[src/rtl/backtick_quoted_word_splitter_core_assert.svh]
// Assertion macros shared by the splitter modules.
// Each expects signals named clk and rst_n in the module that uses it.
`ifndef BACKTICK_QUOTED_WORD_SPLITTER_CORE_ASSERT_SVH
`define BACKTICK_QUOTED_WORD_SPLITTER_CORE_ASSERT_SVH

`ifndef SYNTHESIS

// Check that a condition holds at every clock edge out of reset.
`define BQWS_ASSERT_HOLDS(label, expr, msg) \
  label: assert property (@(posedge clk) disable iff (!rst_n) (expr)) \
    else $error(msg);

// Check that one condition implies another in the same cycle.
`define BQWS_ASSERT_IMPL(label, ante, cons, msg) \
  label: assert property (@(posedge clk) disable iff (!rst_n) (ante) |-> (cons)) \
    else $error(msg);

// Check that one condition implies another in the next cycle.
`define BQWS_ASSERT_NEXT(label, ante, cons, msg) \
  label: assert property (@(posedge clk) disable iff (!rst_n) (ante) |=> (cons)) \
    else $error(msg);

`else

`define BQWS_ASSERT_HOLDS(label, expr, msg)
`define BQWS_ASSERT_IMPL(label, ante, cons, msg)
`define BQWS_ASSERT_NEXT(label, ante, cons, msg)

`endif

`endif

[src/rtl/bqws_pkg.sv]
package bqws_pkg;

  // Largest number of results a single input character can cause.
  localparam int RES_MAX = 3;
  localparam int RES_CNT_W = $clog2(RES_MAX + 1);

  // Character codes with a special meaning.
  localparam logic [7:0] CH_TICK   = 8'h60;
  localparam logic [7:0] CH_HASH   = 8'h23;
  localparam logic [7:0] CH_TAB    = 8'h09;
  localparam logic [7:0] CH_LF     = 8'h0A;
  localparam logic [7:0] CH_CR     = 8'h0D;
  localparam logic [7:0] CH_SPACE  = 8'h20;
  localparam logic [7:0] CH_DOLLAR = 8'h24;
  localparam logic [7:0] CH_BSLASH = 8'h5C;

  typedef enum logic [1:0] {
    MODE_UNQ = 2'd0,
    MODE_QUO = 2'd1,
    MODE_ERR = 2'd2
  } mode_t;

  typedef enum logic [1:0] {
    K_CHAR = 2'd0,
    K_END  = 2'd1,
    K_ERR  = 2'd2,
    K_DONE = 2'd3
  } kind_t;

  typedef enum logic [2:0] {
    E_NONE   = 3'd0,
    E_TICK   = 3'd1,
    E_RSVD   = 3'd2,
    E_HASH   = 3'd3,
    E_UNTERM = 3'd4
  } err_t;

  // One result item.
  typedef struct packed {
    kind_t      kind;
    logic [7:0] ch;
    err_t       err;
  } ent_t;

  // All results of one character, handed to the output buffer at once.
  typedef struct packed {
    logic                 vld;
    logic [RES_CNT_W-1:0] cnt;
    ent_t [RES_MAX-1:0]   ent;
  } res_list_t;

  // Build a result with the unused fields cleared.
  function automatic ent_t mk_ent(kind_t kind, logic [7:0] ch, err_t err);
    ent_t e;
    e.kind = kind;
    e.ch   = (kind == K_CHAR) ? ch : 8'd0;
    e.err  = (kind == K_ERR) ? err : E_NONE;
    return e;
  endfunction

  function automatic logic is_reserved(logic [7:0] c);
    return c inside {CH_DOLLAR, 8'h2A, 8'h7E, 8'h3C, 8'h3E, 8'h7C, 8'h3B,
                     8'h28, 8'h29, 8'h5B, 8'h5D, 8'h7B, 8'h7D, 8'h27, 8'h22,
                     CH_BSLASH};
  endfunction

  function automatic logic is_space(logic [7:0] c);
    return c inside {CH_SPACE, CH_TAB, CH_LF, CH_CR};
  endfunction

endpackage

[src/rtl/backtick_quoted_word_splitter_core.sv]
// Backtick-quoted word splitter. One character enters per input transfer, and a
// transfer with in_tlast high marks the end of the content; its character is
// ignored. Each character yields zero to three results (word character, word
// end, error, content done), delivered one per output transfer, with out_tlast
// on the last result of that character. Characters that yield zero or one result
// stream at one per cycle while the output side is ready; one that yields
// several results holds the output port until all of them have transferred. A
// character's results pass through the input register and then the result
// buffer, which offers them on the output port. The pace is set by the single
// output port of the result buffer; the input register accepts the next
// character while results of the previous one are still waiting. After an
// error, characters produce nothing until the end marker, which then reports
// only completion and returns the parser to its reset state.
module backtick_quoted_word_splitter_core
  import bqws_pkg::*;
(
  input  logic        clk,
  input  logic        rst_n,
  input  logic        in_tvalid,
  output logic        in_tready,
  input  logic [7:0]  in_tdata,   // char_in [7:0]
  input  logic        in_tlast,   // is_end
  output logic        out_tvalid,
  input  logic        out_tready,
  output logic [15:0] out_tdata,  // out_char [7:0], error_code [10:8], zero fill
  output logic [1:0]  out_tuser,  // kind [1:0]
  output logic        out_tlast
);

  res_list_t res_list;
  logic      buf_ready;

  // Parser: input register, state and the per-character result list.
  bqws_step u_step (
    .clk       (clk),
    .rst_n     (rst_n),
    .in_tvalid (in_tvalid),
    .in_tready (in_tready),
    .in_tdata  (in_tdata),
    .in_tlast  (in_tlast),
    .buf_ready (buf_ready),
    .res_list  (res_list)
  );

  // Result buffer: serializes the list onto the output channel.
  bqws_out_buf u_out_buf (
    .clk        (clk),
    .rst_n      (rst_n),
    .res_list   (res_list),
    .buf_ready  (buf_ready),
    .out_tvalid (out_tvalid),
    .out_tready (out_tready),
    .out_tdata  (out_tdata),
    .out_tuser  (out_tuser),
    .out_tlast  (out_tlast)
  );

endmodule

[src/rtl/bqws_step.sv]
`include "backtick_quoted_word_splitter_core_assert.svh"

module bqws_step
  import bqws_pkg::*;
(
  input  logic       clk,
  input  logic       rst_n,
  input  logic       in_tvalid,
  output logic       in_tready,
  input  logic [7:0] in_tdata,
  input  logic       in_tlast,
  input  logic       buf_ready,
  output res_list_t  res_list
);

  logic       in_valid_r, in_valid_nxt;
  logic [7:0] char_r;
  logic       end_r;
  logic       fire;

  mode_t      mode_r, mode_nxt;
  logic       word_open_r, word_open_nxt;
  logic       tick_pending_r, tick_pending_nxt;
  logic       space_pending_r, space_pending_nxt;
  logic [1:0] tick_run_r, tick_run_nxt;

  ent_t [RES_MAX-1:0]   res_v;
  logic [RES_CNT_W-1:0] n_v;
  logic                 do_unq;

  // The input register takes a new transfer when it is empty or its item moves on.
  assign fire         = in_valid_r && buf_ready;
  assign in_tready    = !in_valid_r || fire;
  assign in_valid_nxt = (in_tvalid && in_tready) || (in_valid_r && !fire);

  always_ff @(posedge clk) begin
    if (!rst_n) begin
      in_valid_r <= 1'b0;
    end else begin
      in_valid_r <= in_valid_nxt;
    end
    if (in_tvalid && in_tready) begin
      char_r <= in_tdata;
      end_r  <= in_tlast;
    end
  end

  // Parser state advances once per character handed to the buffer.
  always_ff @(posedge clk) begin
    if (!rst_n) begin
      mode_r          <= MODE_UNQ;
      word_open_r     <= 1'b0;
      tick_pending_r  <= 1'b0;
      space_pending_r <= 1'b0;
      tick_run_r      <= 2'd0;
    end else if (fire) begin
      mode_r          <= mode_nxt;
      word_open_r     <= word_open_nxt;
      tick_pending_r  <= tick_pending_nxt;
      space_pending_r <= space_pending_nxt;
      tick_run_r      <= tick_run_nxt;
    end
  end

  // Results and next state for the character in the input register.
  always_comb begin
    mode_nxt          = mode_r;
    word_open_nxt     = word_open_r;
    tick_pending_nxt  = tick_pending_r;
    space_pending_nxt = space_pending_r;
    tick_run_nxt      = tick_run_r;
    res_v             = '0;
    n_v               = '0;
    do_unq            = 1'b0;

    if (end_r) begin
      // End of content: flush whatever is open, then report completion.
      case (mode_r)
        MODE_UNQ: begin
          if (tick_pending_r) begin
            res_v[n_v] = mk_ent(K_ERR, 8'd0, E_TICK);
            n_v = n_v + 1'b1;
          end else if (word_open_r) begin
            res_v[n_v] = mk_ent(K_END, 8'd0, E_NONE);
            n_v = n_v + 1'b1;
          end
        end
        MODE_QUO: begin
          if (tick_run_r == 2'd2) begin
            res_v[n_v] = mk_ent(K_END, 8'd0, E_NONE);
          end else begin
            res_v[n_v] = mk_ent(K_ERR, 8'd0, E_UNTERM);
          end
          n_v = n_v + 1'b1;
        end
        default: begin
        end
      endcase
      res_v[n_v] = mk_ent(K_DONE, 8'd0, E_NONE);
      n_v = n_v + 1'b1;
      mode_nxt          = MODE_UNQ;
      word_open_nxt     = 1'b0;
      tick_pending_nxt  = 1'b0;
      space_pending_nxt = 1'b0;
      tick_run_nxt      = 2'd0;
    end else begin
      case (mode_r)
        MODE_UNQ: begin
          if (tick_pending_r) begin
            tick_pending_nxt = 1'b0;
            if (char_r == CH_TICK) begin
              // Doubled backtick: any open word ends, a quoted word begins.
              if (word_open_r) begin
                res_v[n_v] = mk_ent(K_END, 8'd0, E_NONE);
                n_v = n_v + 1'b1;
              end
              word_open_nxt     = 1'b0;
              mode_nxt          = MODE_QUO;
              tick_run_nxt      = 2'd0;
              space_pending_nxt = 1'b0;
            end else begin
              res_v[n_v] = mk_ent(K_ERR, 8'd0, E_TICK);
              n_v = n_v + 1'b1;
              mode_nxt          = MODE_ERR;
              word_open_nxt     = 1'b0;
              space_pending_nxt = 1'b0;
              tick_run_nxt      = 2'd0;
            end
          end else begin
            do_unq = 1'b1;
          end
        end
        MODE_QUO: begin
          if (char_r == CH_TICK) begin
            case (tick_run_r)
              2'd0, 2'd1: begin
                tick_run_nxt = tick_run_r + 2'd1;
              end
              2'd2: begin
                // Third backtick in a row: a verbatim run starts.
                if (space_pending_r) begin
                  res_v[n_v] = mk_ent(K_CHAR, CH_SPACE, E_NONE);
                  n_v = n_v + 1'b1;
                end
                space_pending_nxt = 1'b0;
                res_v[n_v] = mk_ent(K_CHAR, CH_TICK, E_NONE);
                n_v = n_v + 1'b1;
                res_v[n_v] = mk_ent(K_CHAR, CH_TICK, E_NONE);
                n_v = n_v + 1'b1;
                tick_run_nxt = 2'd3;
              end
              default: begin
                res_v[n_v] = mk_ent(K_CHAR, CH_TICK, E_NONE);
                n_v = n_v + 1'b1;
              end
            endcase
          end else if (tick_run_r == 2'd2) begin
            // Exactly two backticks closed the quote; the pending space drops.
            res_v[n_v] = mk_ent(K_END, 8'd0, E_NONE);
            n_v = n_v + 1'b1;
            mode_nxt          = MODE_UNQ;
            tick_run_nxt      = 2'd0;
            space_pending_nxt = 1'b0;
            word_open_nxt     = 1'b0;
            do_unq            = 1'b1;
          end else begin
            // A single backtick inside quotes is kept as text.
            if (tick_run_r == 2'd1) begin
              if (space_pending_r) begin
                res_v[n_v] = mk_ent(K_CHAR, CH_SPACE, E_NONE);
                n_v = n_v + 1'b1;
              end
              res_v[n_v] = mk_ent(K_CHAR, CH_TICK, E_NONE);
              n_v = n_v + 1'b1;
            end else if (space_pending_r) begin
              res_v[n_v] = mk_ent(K_CHAR, CH_SPACE, E_NONE);
              n_v = n_v + 1'b1;
            end
            tick_run_nxt = 2'd0;
            if (char_r == CH_SPACE) begin
              space_pending_nxt = 1'b1;
            end else begin
              space_pending_nxt = 1'b0;
              res_v[n_v] = mk_ent(K_CHAR, char_r, E_NONE);
              n_v = n_v + 1'b1;
            end
          end
        end
        default: begin
          // Error mode swallows characters until the end marker.
        end
      endcase

      // Plain unquoted character, also after a quote has just closed.
      if (do_unq) begin
        if (is_space(char_r)) begin
          if (word_open_nxt) begin
            res_v[n_v] = mk_ent(K_END, 8'd0, E_NONE);
            n_v = n_v + 1'b1;
          end
          word_open_nxt = 1'b0;
        end else if (char_r == CH_TICK) begin
          tick_pending_nxt = 1'b1;
        end else if (is_reserved(char_r) || (char_r == CH_HASH && !word_open_nxt)) begin
          res_v[n_v] = mk_ent(K_ERR, 8'd0, is_reserved(char_r) ? E_RSVD : E_HASH);
          n_v = n_v + 1'b1;
          mode_nxt          = MODE_ERR;
          word_open_nxt     = 1'b0;
          tick_pending_nxt  = 1'b0;
          space_pending_nxt = 1'b0;
          tick_run_nxt      = 2'd0;
        end else begin
          res_v[n_v] = mk_ent(K_CHAR, char_r, E_NONE);
          n_v = n_v + 1'b1;
          word_open_nxt = 1'b1;
        end
      end
    end
  end

  assign res_list.vld = fire;
  assign res_list.cnt = n_v;
  assign res_list.ent = res_v;

  // The flags of one mode are always clear in the others.
  `BQWS_ASSERT_IMPL(a_tick_pending_unq, tick_pending_r, mode_r == MODE_UNQ,
    "Unquoted backtick pending outside unquoted mode")
  `BQWS_ASSERT_IMPL(a_word_open_unq, word_open_r, mode_r == MODE_UNQ,
    "Unquoted word open outside unquoted mode")
  `BQWS_ASSERT_IMPL(a_quote_flags, space_pending_r || (tick_run_r != 2'd0),
    mode_r == MODE_QUO, "Quote flags set outside quoted mode")

endmodule

[src/rtl/bqws_out_buf.sv]
`include "backtick_quoted_word_splitter_core_assert.svh"

module bqws_out_buf
  import bqws_pkg::*;
(
  input  logic        clk,
  input  logic        rst_n,
  input  res_list_t   res_list,
  output logic        buf_ready,
  output logic        out_tvalid,
  input  logic        out_tready,
  output logic [15:0] out_tdata,  // out_char [7:0], error_code [10:8], zero fill
  output logic [1:0]  out_tuser,  // kind [1:0]
  output logic        out_tlast
);

  logic [RES_CNT_W-1:0] cnt_r, cnt_nxt;
  ent_t [RES_MAX-1:0]   ent_r, ent_nxt;
  logic                 pop;
  logic                 load;

  assign pop       = (cnt_r != '0) && out_tready;
  assign buf_ready = (cnt_r == '0) || ((cnt_r == RES_CNT_W'(1)) && out_tready);
  assign load      = res_list.vld;

  // A new list replaces the buffer once it is empty or drains this cycle.
  always_comb begin
    cnt_nxt = cnt_r;
    ent_nxt = ent_r;
    if (load) begin
      cnt_nxt = res_list.cnt;
      ent_nxt = res_list.ent;
    end else if (pop) begin
      cnt_nxt = cnt_r - 1'b1;
      for (int i = 0; i < RES_MAX - 1; i++) begin
        ent_nxt[i] = ent_r[i+1];
      end
    end
  end

  always_ff @(posedge clk) begin
    if (!rst_n) begin
      cnt_r <= '0;
    end else begin
      cnt_r <= cnt_nxt;
    end
    ent_r <= ent_nxt;
  end

  // The head entry drives the result channel.
  assign out_tvalid = (cnt_r != '0);
  assign out_tdata  = {5'd0, ent_r[0].err, ent_r[0].ch};
  assign out_tuser  = ent_r[0].kind;
  assign out_tlast  = (cnt_r == RES_CNT_W'(1));

  `BQWS_ASSERT_IMPL(a_load_when_ready, load, buf_ready,
    "Result list loaded while the buffer still holds results")
  `BQWS_ASSERT_HOLDS(a_cnt_range, cnt_r <= RES_CNT_W'(RES_MAX),
    "Result count beyond buffer depth")
  `BQWS_ASSERT_NEXT(a_drain_step, pop && !load, cnt_r == $past(cnt_r) - 1'b1,
    "Buffer did not drain by one after a transfer")

endmodule

[config.mk]
export PLATFORM = sky130hd
export DESIGN_NAME = backtick_quoted_word_splitter_core
export DESIGN_NICKNAME = d
export VERILOG_FILES = /design/src/rtl/bqws_pkg.sv /design/src/rtl/backtick_quoted_word_splitter_core.sv /design/src/rtl/bqws_step.sv /design/src/rtl/bqws_out_buf.sv
export VERILOG_INCLUDE_DIRS = /design/src /design/src/rtl
export SDC_FILE = /design/constraint.sdc
export NUM_CORES = 1
export LEC_CHECK = 0
export BUFFER_PORTS_ARGS = -buffer_cell sky130_fd_sc_hd__buf_2
export CAP_MARGIN = 10
export CELL_PAD_IN_SITES_DETAIL_PLACEMENT = 1
export CELL_PAD_IN_SITES_GLOBAL_PLACEMENT = 2
export CORE_MARGIN = 2
export CORE_UTILIZATION = 25
export DETAILED_ROUTE_END_ITERATION = 6
export PLACE_DENSITY = 0.56
export SLEW_MARGIN = 20
export SYNTH_ARGS = -nofsm -noshare
export SYNTH_HDL_FRONTEND = slang
export SYNTH_SLANG_ARGS = --single-unit
export TNS_END_PERCENT = 50
[constraint.sdc]
create_clock -name clk -period 4.2 [get_ports clk]
set_input_delay 0.42 -clock clk [delete_from_list [all_inputs] [get_ports clk]]
set_output_delay 0.42 -clock clk [all_outputs]
set_load 0.01 [all_outputs]
==> flow_summary.toml, run 1 <==
[cells_and_area]
nets = 372
drive_above_1_share = 0.148
diodes = 0
multi_input_area_um2 = 1610
fillCellCount = 1534
seqCellArea_um2 = 1550
fin_area_um2 = 3750
syn_to_final_growth_pct = 9.14

[routing]
drt_iter0_drc = 173
drt-pass1-iter-count = 4
drc_errors = 0
ant_nets = 0
drt-total-wl_um = 10100
vias = 2693
viasPerCell = 5.11
wl_per_cell_um = 19.1

[timing]
fin_skew_ns = 0.00520
final-max-slew-violation-count = 0
worst_pin_slew_ns = 1.04
fin_ws_ns = 0.670
max-slew-margin-rel = 0.305
whs_ns = 0.290
period_share = 0.841
finalSetupViolCount = 0
rsz0062_at_grt = "false"
max_freq_ghz = 0.283
tns_ns = 0
final-hold-violation-count = 0
period_needed_ns = 3.53

[pwr]
sw_frac_of_total = 0.296
vdd_drop_max_v = 0.000137
p_leak_nw = 1.30
p_per_area_nw_per_um2 = 389
internal_power_mw = 1.03
power_switching_mw = 0.431
comb_power_share = 0.204
pwr-share-seq = 0.509
p_clk_frac = 0.287

[floorplanning]
die_y_um = 121
rows = 42
fp.dieW_um = 121
initial_utilization = 0.257
io_pins = 34
core_um2 = 13300
die_area_um2 = 14700

[setup_path]
arrival_ns = 3.70
critical_path_required_ns = 4.37
worstSetupEndpointType = "flip-flop"
critPathMaxFanout = 14
crit_path_cell_trace = "or4b_4 > or3_1 > a211oi_1 > o21ai_1 > inv_1 > ha_1 > nand2_1 > o31ai_2 > a22o_1"
crit_type = "flip-flop to flip-flop"
max_stage_delay_ns = 0.61
start_kind = "flip-flop"
cp_top_family = "compound AO/OA/AOI/OAI gates"
worst-path-buf-inv = 1
crit_slowest_cell = "edfxtp_1"

[global_routing]
antenna_found_initial = 0
grt_pass1_wl_um = 16200
grt_max_degree = 35
track_usage = 0.146
grt_pass1_vias = 2705
grt-ovfl-total = 0

[placement]
detailedPlace.worstSlack_ns = 0.654
place_area_um2 = 3610
hpwl_um = 7280
gp_congestion = 0.816
io_buffers = 28

[cts]
postCtsHoldBufs = 0
postCtsResizedCells = 0
ctsHtreeMaxLevel = 2
cts_buffers = 5
root_buffer = "clkbuf_16"
cts_tree = "done"
post_cts_buffers = 0
path_clk_slew_ns = 0.07
cts_buffer_depth = 2
clock-sinks = 55
clk_latency_ns = 0.30

[yosys]
yosys-top-cells-count = "edfxtp_1 (45), nand2_1 (32), nor2_1 (20)"
yosysSeqAreaShare = 0.451
synth_top_area_cell = "edfxtp_1"
synth_area_um2 = 3440
yosysMostFrequentCell = "edfxtp_1"
ys_types = 67
synth_top_area_share = 0.393
synthTopCellsByArea = "edfxtp_1 (39%), dfxtp_1 (5.8%), buf_4 (3.9%)"
avgSynthCellArea_um2 = 9.91
synth_edf_count = 45
synthCells = 347
ys_warn_count = 0
synthArstFlopShare = 0
synth_ff_type = "edfxtp_1"
synth-seq-cells = 55

[run_status]
outcome = "finished, final reports clean"

[hold_path]
hp-class = "input port to flip-flop"

[run]
maxCapViolations = 0
==> state kept, by name (all words and copies together) (netlist names) <==
register	count
u_out_buf.cnt_r	2
u_out_buf.out_tdata	11
u_step.in_valid_r	1
u_step.char_r	8
u_step.end_r	1
u_out_buf.ent_r	23
u_step.tick_pending_r	1
u_step.mode_r	2
u_step.tick_run_r	2
u_step.space_pending_r	1
u_step.word_open_r	1
u_out_buf.out_tuser	2
==> layout by cell type (no fill, tap or decap), drive strengths merged, types with 3 or more instances in the layout <==
cell type and count:
o21ai 21, and3 3, o31ai 5, or4b 3
edfxtp 45, a22o 15, or2 3, nand2b 12
dfxtp 10, o221ai 7, nor3 6, and2 3
ha 9, nor3b 5, a211oi 5, o211ai 3
conb 5, a32o 3, nor2b 3, o2111ai 3
nand2 32, nor2 21, nand3 12, nor4b 3
clkbuf 6, inv 13, buf 33, or3 3
a21oi 18
==> metal layers <==
metal | GRT usage | routed length, µm | vias to the layer above
met3 | 0.0277 | 394 | 9
met4 | 0.0453 | 174 | 0
met2 | 0.212 | 4280 | 67
li1 | - | - | 1303
met5 | 0 | 0 | -
met1 | 0.216 | 5210 | 1314
==> kinds of logic (layout without fill, tap and decap cells) <==
| logic type | count (synthesis) | count (layout) | share of synthesized area |
|---|---|---|---|
| simple gates | 122 | 122 | 0.201 |
| buf+inv | 54 | 54 | 0.0841 |
| mux | 1 | 1 | 0.00291 |
| compound gates | 105 | 105 | 0.227 |
| other cells | 1 | 5 | 0.00109 |
| fa+ha+maj | 9 | 9 | 0.0328 |
| flops | 55 | 55 | 0.451 |
==> stage by stage <==
step / total power [mW] / instances / util
after global placement: 1.05 / 519 / 0.270
after global routing: 1.54 / 527 / 0.281
after floorplan: 0.983 / 351 / -
after detailed placement: 1.06 / 519 / 0.270
after CTS: 1.48 / 527 / 0.281
final: 1.46 / 527 / 0.281
==> power by group through the flow <==
stage	Clock (mW)	Combinational, mW	Sequential, mW
finish	0.419	0.298	0.742
global route	0.450	0.332	0.753
CTS	0.436	0.302	0.744
detailed placement	0	0.302	0.755
global placement	0	0.300	0.755
floorplan	0	0.251	0.732
==> area by class of cell <==
cell class,instances,area share
multi-input cells,242,0.430
flip-flops and latches,55,0.414
well taps,176,0.0587
repair buffers,33,0.0474
clock buffers,6,0.0344
inverters,13,0.0130
clock inverters,2,0.00334
==> final timing paths <==
kind,from,to,slack [ns],cells after the start
min,in_tlast,u_step.end_r,0.29,1
max reg2reg,u_step.char_r[4],u_out_buf.out_tdata[7],0.67,9
max,u_step.char_r[4],u_out_buf.out_tdata[7],0.67,9
min reg2reg,u_out_buf.ent_r[33],u_out_buf.ent_r[20],0.54,1
No activity file was read; power rests on OpenSTA's default activity.
==> inputs of run 2 (changes only) <==
--- a/config.mk
+++ b/config.mk
@@ -6,6 +6,7 @@
 export SDC_FILE = /design/constraint.sdc
 export NUM_CORES = 1
 export LEC_CHECK = 0
+export ABC_AREA = 1
 export BUFFER_PORTS_ARGS = -buffer_cell sky130_fd_sc_hd__buf_2
 export CAP_MARGIN = 10
 export CELL_PAD_IN_SITES_DETAIL_PLACEMENT = 1
@@ -13,7 +14,7 @@
 export CORE_MARGIN = 2
 export CORE_UTILIZATION = 25
 export DETAILED_ROUTE_END_ITERATION = 6
-export PLACE_DENSITY = 0.56
+export PLACE_DENSITY = 0.62
 export SLEW_MARGIN = 20
 export SYNTH_ARGS = -nofsm -noshare
 export SYNTH_HDL_FRONTEND = slang
==> constraint.sdc (replaced) <==
create_clock -name clk -period 2.9 [get_ports clk]
set_input_delay 0.29 -clock clk [delete_from_list [all_inputs] [get_ports clk]]
set_output_delay 0.29 -clock clk [all_outputs]
set_load 0.01 [all_outputs]
==> flow_summary.toml, run 2 <==
[routing]
drt-total-wl_um = 11900
vias = 3394
drt-pass1-iter-count = 4
viasPerCell = 4.69
wl_per_cell_um = 16.4
ant_nets = 0
drt_iter0_drc = 219
drc_errors = 0

[timing]
period_needed_ns = 2.70
whs_ns = 0.154
period_share = 0.933
finalSetupViolCount = 0
final-max-slew-violation-count = 0
tns_ns = 0
final-hold-violation-count = 0
fin_skew_ns = 0.00734
max_freq_ghz = 0.370

[yosys]
synthTopCellsByArea = "edfxtp_1 (35%), nand2_1 (14%), dfxtp_1 (5.2%)"
synth_top_area_share = 0.348
synthArstFlopShare = 0
yosysMostFrequentCell = "nand2_1"
yosys-top-cells-count = "nand2_1 (146), edfxtp_1 (45), inv_1 (44)"
synth-seq-cells = 55
synthXorXnorAreaFrac = 0
synth_top_family_by_area = "simple AND/OR/NAND/NOR gates"
synth_area_um2 = 3880
yosysSeqAreaShare = 0.399
synthAdderAreaFrac = 0.0290
avgSynthCellArea_um2 = 7.74
synth_compound_area_frac = 0.120
synthCells = 502
synth_edf_count = 45
synth_top_area_cell = "edfxtp_1"
synthMuxAreaShare = 0
ys_types = 41
yosys.area_share.simple = 0.331
synth_ff_type = "edfxtp_1"
ys_warn_count = 0

[pwr]
vdd_drop_max_v = 0.000242
p_per_area_nw_per_um2 = 637
p_leak_nw = 1.93

[floorplanning]
core_um2 = 15200
rows = 45
initial_utilization = 0.256
io_pins = 34
fp.dieW_um = 129
die_y_um = 129
die_area_um2 = 16600

[setup_path]
rrSetupSlack_ns = 0.20
crit_type = "flip-flop to flip-flop"
critPathMaxFanout = 6
r2r_start = "u_step.char_r[6]"
rr_worst_depth = 16
start_kind = "flip-flop"
worstSetupEndpointType = "flip-flop"
critical_path_required_ns = 2.96
worst_r2r_endpoint = "u_out_buf.ent_r[18]"
arrival_ns = 2.76

[placement]
gp_congestion = 0.825
hpwl_um = 9060
io_buffers = 28
place_area_um2 = 4170

[cells_and_area]
diodes = 0
drive_above_1_share = 0.215
largest_reg_flops = 23
fin_area_um2 = 4400
nets = 556
largest_register = "u_out_buf.ent_r"
syn_to_final_growth_pct = 13.3
final_common_cell = "nand2_1"
layout_common_cells = "nand2_1 (145), edfxtp_1 (45), inv_1 (44), nand3_1 (33)"

[cts]
clock-sinks = 55
clk_latency_ns = 0.31
root_buffer = "clkbuf_16"
path_clk_slew_ns = 0.07
cts_tree = "done"
ctsHtreeMaxLevel = 2
cts_buffer_depth = 2
cts_buffers = 5

[global_routing]
grt_max_degree = 29
grt_pass1_wl_um = 18800
grt-ovfl-total = 0
grt_pass1_vias = 3359
antenna_found_initial = 0
track_usage = 0.147

[hold_path]
min_path_cells = 1
hold_end = "u_step.char_r[2]"
min_from = "in_tdata[2]"
hp-class = "input port to flip-flop"

[run_status]
outcome = "finished, final reports clean"

[run]
maxCapViolations = 0
-- run 2: worst max-delay path by stage --
stage / depth (start not counted) / slack (ns) / from / end
3_5_place_dp: 14 / 0.09 / u_step.char_r[4] / u_out_buf.ent_r[22]
6_report: 16 / 0.20 / u_step.char_r[6] / u_out_buf.ent_r[18]
2_1_floorplan: 16 / 0.57 / u_step.tick_run_r[0] / u_out_buf.ent_r[18]
4_1_cts: 14 / 0.06 / u_step.char_r[4] / u_out_buf.ent_r[22]
3_3_place_gp: 15 / 0.12 / u_step.char_r[6] / u_out_buf.ent_r[18]
5_1_grt: 16 / -0.02 / u_step.char_r[6] / u_out_buf.ent_r[21]
-- run 2: layout make-up --
| class | instances | area [µm²] |
|---|---|---|
| well taps | 188 | 235 |
| clock inverters | 2 | 16.3 |
| fillers | 1850 | 10800 |
| multi-input cells | 363 | 1910 |
| repair buffers | 53 | 328 |
| clock buffers | 6 | 139 |
| inverters | 56 | 218 |
| flip-flops and latches | 55 | 1550 |
-- run 2: critical path, cell delays in order (launching register included) --
cell      delay (ns)
edfxtp_1        0.40
buf_4           0.16
inv_1           0.09
nor2_2          0.15
nand2_2         0.15
nor2_8          0.20
buf_4           0.14
nand2_1         0.04
nand3_1         0.11
nand2_1         0.12
ha_2            0.25
inv_1           0.13
nor2_1          0.08
nand4_1         0.10
nand2_1         0.05
o21ai_0         0.21
nand2_1         0.07
-- run 2: repair_timing --
action	CTS	global route
buffers inserted	0	7
gates resized for setup	0	9
hold endpoints to repair	0	0
hold buffers	0	0
setup endpoints to repair	0	18
-- run 2: metal layers --
layer,track usage,up-vias,share of wire
li1,-,1712,-
met3,0.0208,9,0.035
met4,0.0428,0,0.013
met1,0.207,1621,0.48
met2,0.235,52,0.47
met5,0,-,0
-- run 2: cell families (layout without fill, tap and decap cells) --
kind of cell               Yosys count  count (layout)
and+or+nand+nor                    265             266
adders and majority gates            9               9
DFF                                 55              55
other                                1               5
buffers and inverters               89             117
AOI/OAI and AO/OA                   83              83
-- run 2: where the power goes --
group / switching (mW) / internal, mW
clock: 0.308 / 0.347
combinational: 0.599 / 0.280
sequential: 0.0745 / 1.20
total: 0.981 / 1.82
-- run 2: per-stage QoR --
step,std cells,setup WS [ns],utilization,total power [mW]
after floorplan,506,0.569,-,1.98
after global placement,707,0.122,0.274,2.16
after detailed placement,707,0.0870,0.274,2.18
after CTS,715,0.0578,0.284,2.85
after global routing,723,-0.0208,0.290,3.00
final,723,0.195,0.290,2.80
==> inputs of run 3 (changes only) <==
--- a/config.mk
+++ b/config.mk
@@ -14,7 +14,8 @@
 export CORE_MARGIN = 2
 export CORE_UTILIZATION = 25
 export DETAILED_ROUTE_END_ITERATION = 6
-export PLACE_DENSITY = 0.62
+export PLACE_DENSITY = 0.6
+export SETUP_SLACK_MARGIN = 0.4
 export SLEW_MARGIN = 20
 export SYNTH_ARGS = -nofsm -noshare
 export SYNTH_HDL_FRONTEND = slang
==> constraint.sdc (replaced) <==
create_clock -name clk -period 2.8 [get_ports clk]
set_input_delay 0.28 -clock clk [delete_from_list [all_inputs] [get_ports clk]]
set_output_delay 0.28 -clock clk [all_outputs]
set_load 0.01 [all_outputs]
==> flow_summary.toml, run 3 (synthesis results as in run 2) <==
[run_status]
outcome = "finished, final reports clean"

[global_routing]
busiest_layer = "met2"
grt_pass1_vias = 3550
use_met2 = 0.259
track_usage = 0.155
grt_max_degree = 35
use_met1 = 0.212
antenna_found_initial = 0
grtUsageMet3 = 0.0241
grt-ovfl-total = 0
grt_pass1_wl_um = 19600

[timing]
rsz0062_at_grt = "true"
final-max-slew-violation-count = 0
period_share = 0.803
whs_ns = 0.146
max_freq_ghz = 0.445
period_needed_ns = 2.25
worst_pin_slew_ns = 0.510
fin_skew_ns = 0.00734
max-slew-margin-rel = 0.657
finalSetupViolCount = 0
tns_ns = 0
final-hold-violation-count = 0
fin_ws_ns = 0.552

[floorplanning]
io_pins = 34
initial_utilization = 0.256
die_area_um2 = 16600
core_um2 = 15200
rows = 45
fp.dieW_um = 129
die_y_um = 129

[placement]
dp_cells = 711
gp_congestion = 0.848
detailedPlace.worstSlack_ns = 0.00243
hpwl_um = 9370
io_buffers = 28

[cts]
cts_buffer_depth = 2
clk_latency_ns = 0.30
ctsHtreeMaxLevel = 2
cts_buffers = 5
clock-sinks = 55
root_buffer = "clkbuf_16"
cts_tree = "done"
path_clk_slew_ns = 0.07

[setup_path]
max_stage_delay_ns = 0.44
start_kind = "flip-flop"
r2r_start = "u_step.char_r[2]"
critPathMaxFanout = 6
cpMostUsedCell = "nand2_1"
crit_path_cell_trace = "nor2_4 > nand2_4 > clkinv_2 > nand2_2 > buf_4 > nand2_1 > nand3_1 > nand3_2 > nand2_4 > inv_4 > ha_4 > buf_6 > nand2_1 > o21ai_2 > nand2_1 > a21oi_2"
worst-path-buf-inv = 4
crit_type = "flip-flop to flip-flop"
critical_path_required_ns = 2.96
rr_worst_depth = 16
worst_r2r_endpoint = "u_out_buf.ent_r[29]"
rrSetupSlack_ns = 0.55
crit_slowest_cell = "edfxtp_1"
worstSetupEndpointType = "flip-flop"
arrival_ns = 2.41
cp_top_family = "simple AND/OR/NAND/NOR gates"

[cells_and_area]
fillCellCount = 1835
syn_to_final_growth_pct = 21.4
nets = 577
final_cells = 744
largest_register = "u_out_buf.ent_r"
layout_common_cells = "nand2_1 (140), edfxtp_1 (45), buf_4 (44), inv_1 (39), nand3_1 (31)"
diodes = 0
drive_above_1_share = 0.288
multi_input_area_um2 = 2040
largest_reg_flops = 23
seqCellArea_um2 = 1560
final_common_cell = "nand2_1"

[pwr]
power_mw = 3.00
p_per_area_nw_per_um2 = 637
vdd_drop_max_v = 0.000266
p_leak_nw = 2.05

[routing]
drt-pass1-iter-count = 4
vias = 3443
viasPerCell = 4.63
drt-total-wl_um = 12300
ant_nets = 0
drc_errors = 0
wl_per_cell_um = 16.6
drt_iter0_drc = 160

[hold_path]
min_from = "in_tdata[2]"
min_path_cells = 1
hold_end = "u_step.char_r[2]"
hp-class = "input port to flip-flop"

[run]
maxCapViolations = 0
[run 3: metal layers]
metal	share of wire	vias up
met1	0.49	1644
met4	0.010	0
li1	-	1751
met3	0.027	7
met5	0	-
met2	0.47	41
[run 3: report_power, final]
part,internal [mW],switching [mW],leakage [nW]
Clock,0.423,0.306,0.0771
Combinational,0.319,0.634,1.45
Sequential,1.24,0.0799,0.523
[run 3: per-stage QoR]
step | area (µm²) | utilization
floorplan | 3900 | -
global placement | 4200 | 0.276
detailed placement | 4200 | 0.276
CTS | 4520 | 0.297
global route | 4720 | 0.310
finish | 4720 | 0.310
[run 3: area by class of cell]
type                       count  area share
clock buffer                   6      0.0273
clock inverter                 2     0.00796
inverter                      56      0.0486
multi-input combinational    363       0.432
sequential                    55       0.330
tap                          188      0.0499
timing repair buffer          74       0.105
[run 3: timing repair]
item,CTS,global route
pin swaps,7,16
buffers inserted,10,14
cloned,1,0
hold buffers,0,0
endpoints found under the setup margin,35,26
gates resized for setup,25,27
[run 3: worst max path at each step]
stage,startpoint,to,slack [ns],cells past startpoint
3_3_place_gp,u_step.char_r[4],u_out_buf.ent_r[22],0.11,14
3_5_place_dp,u_step.char_r[4],u_out_buf.ent_r[22],0.002,14
6_report,u_step.char_r[2],u_out_buf.ent_r[29],0.55,16
5_1_grt,u_step.char_r[7],u_out_buf.ent_r[29],0.37,14
4_1_cts,u_step.char_r[4],u_out_buf.ent_r[29],0.41,14
2_1_floorplan,u_step.tick_run_r[0],u_out_buf.ent_r[18],0.47,16
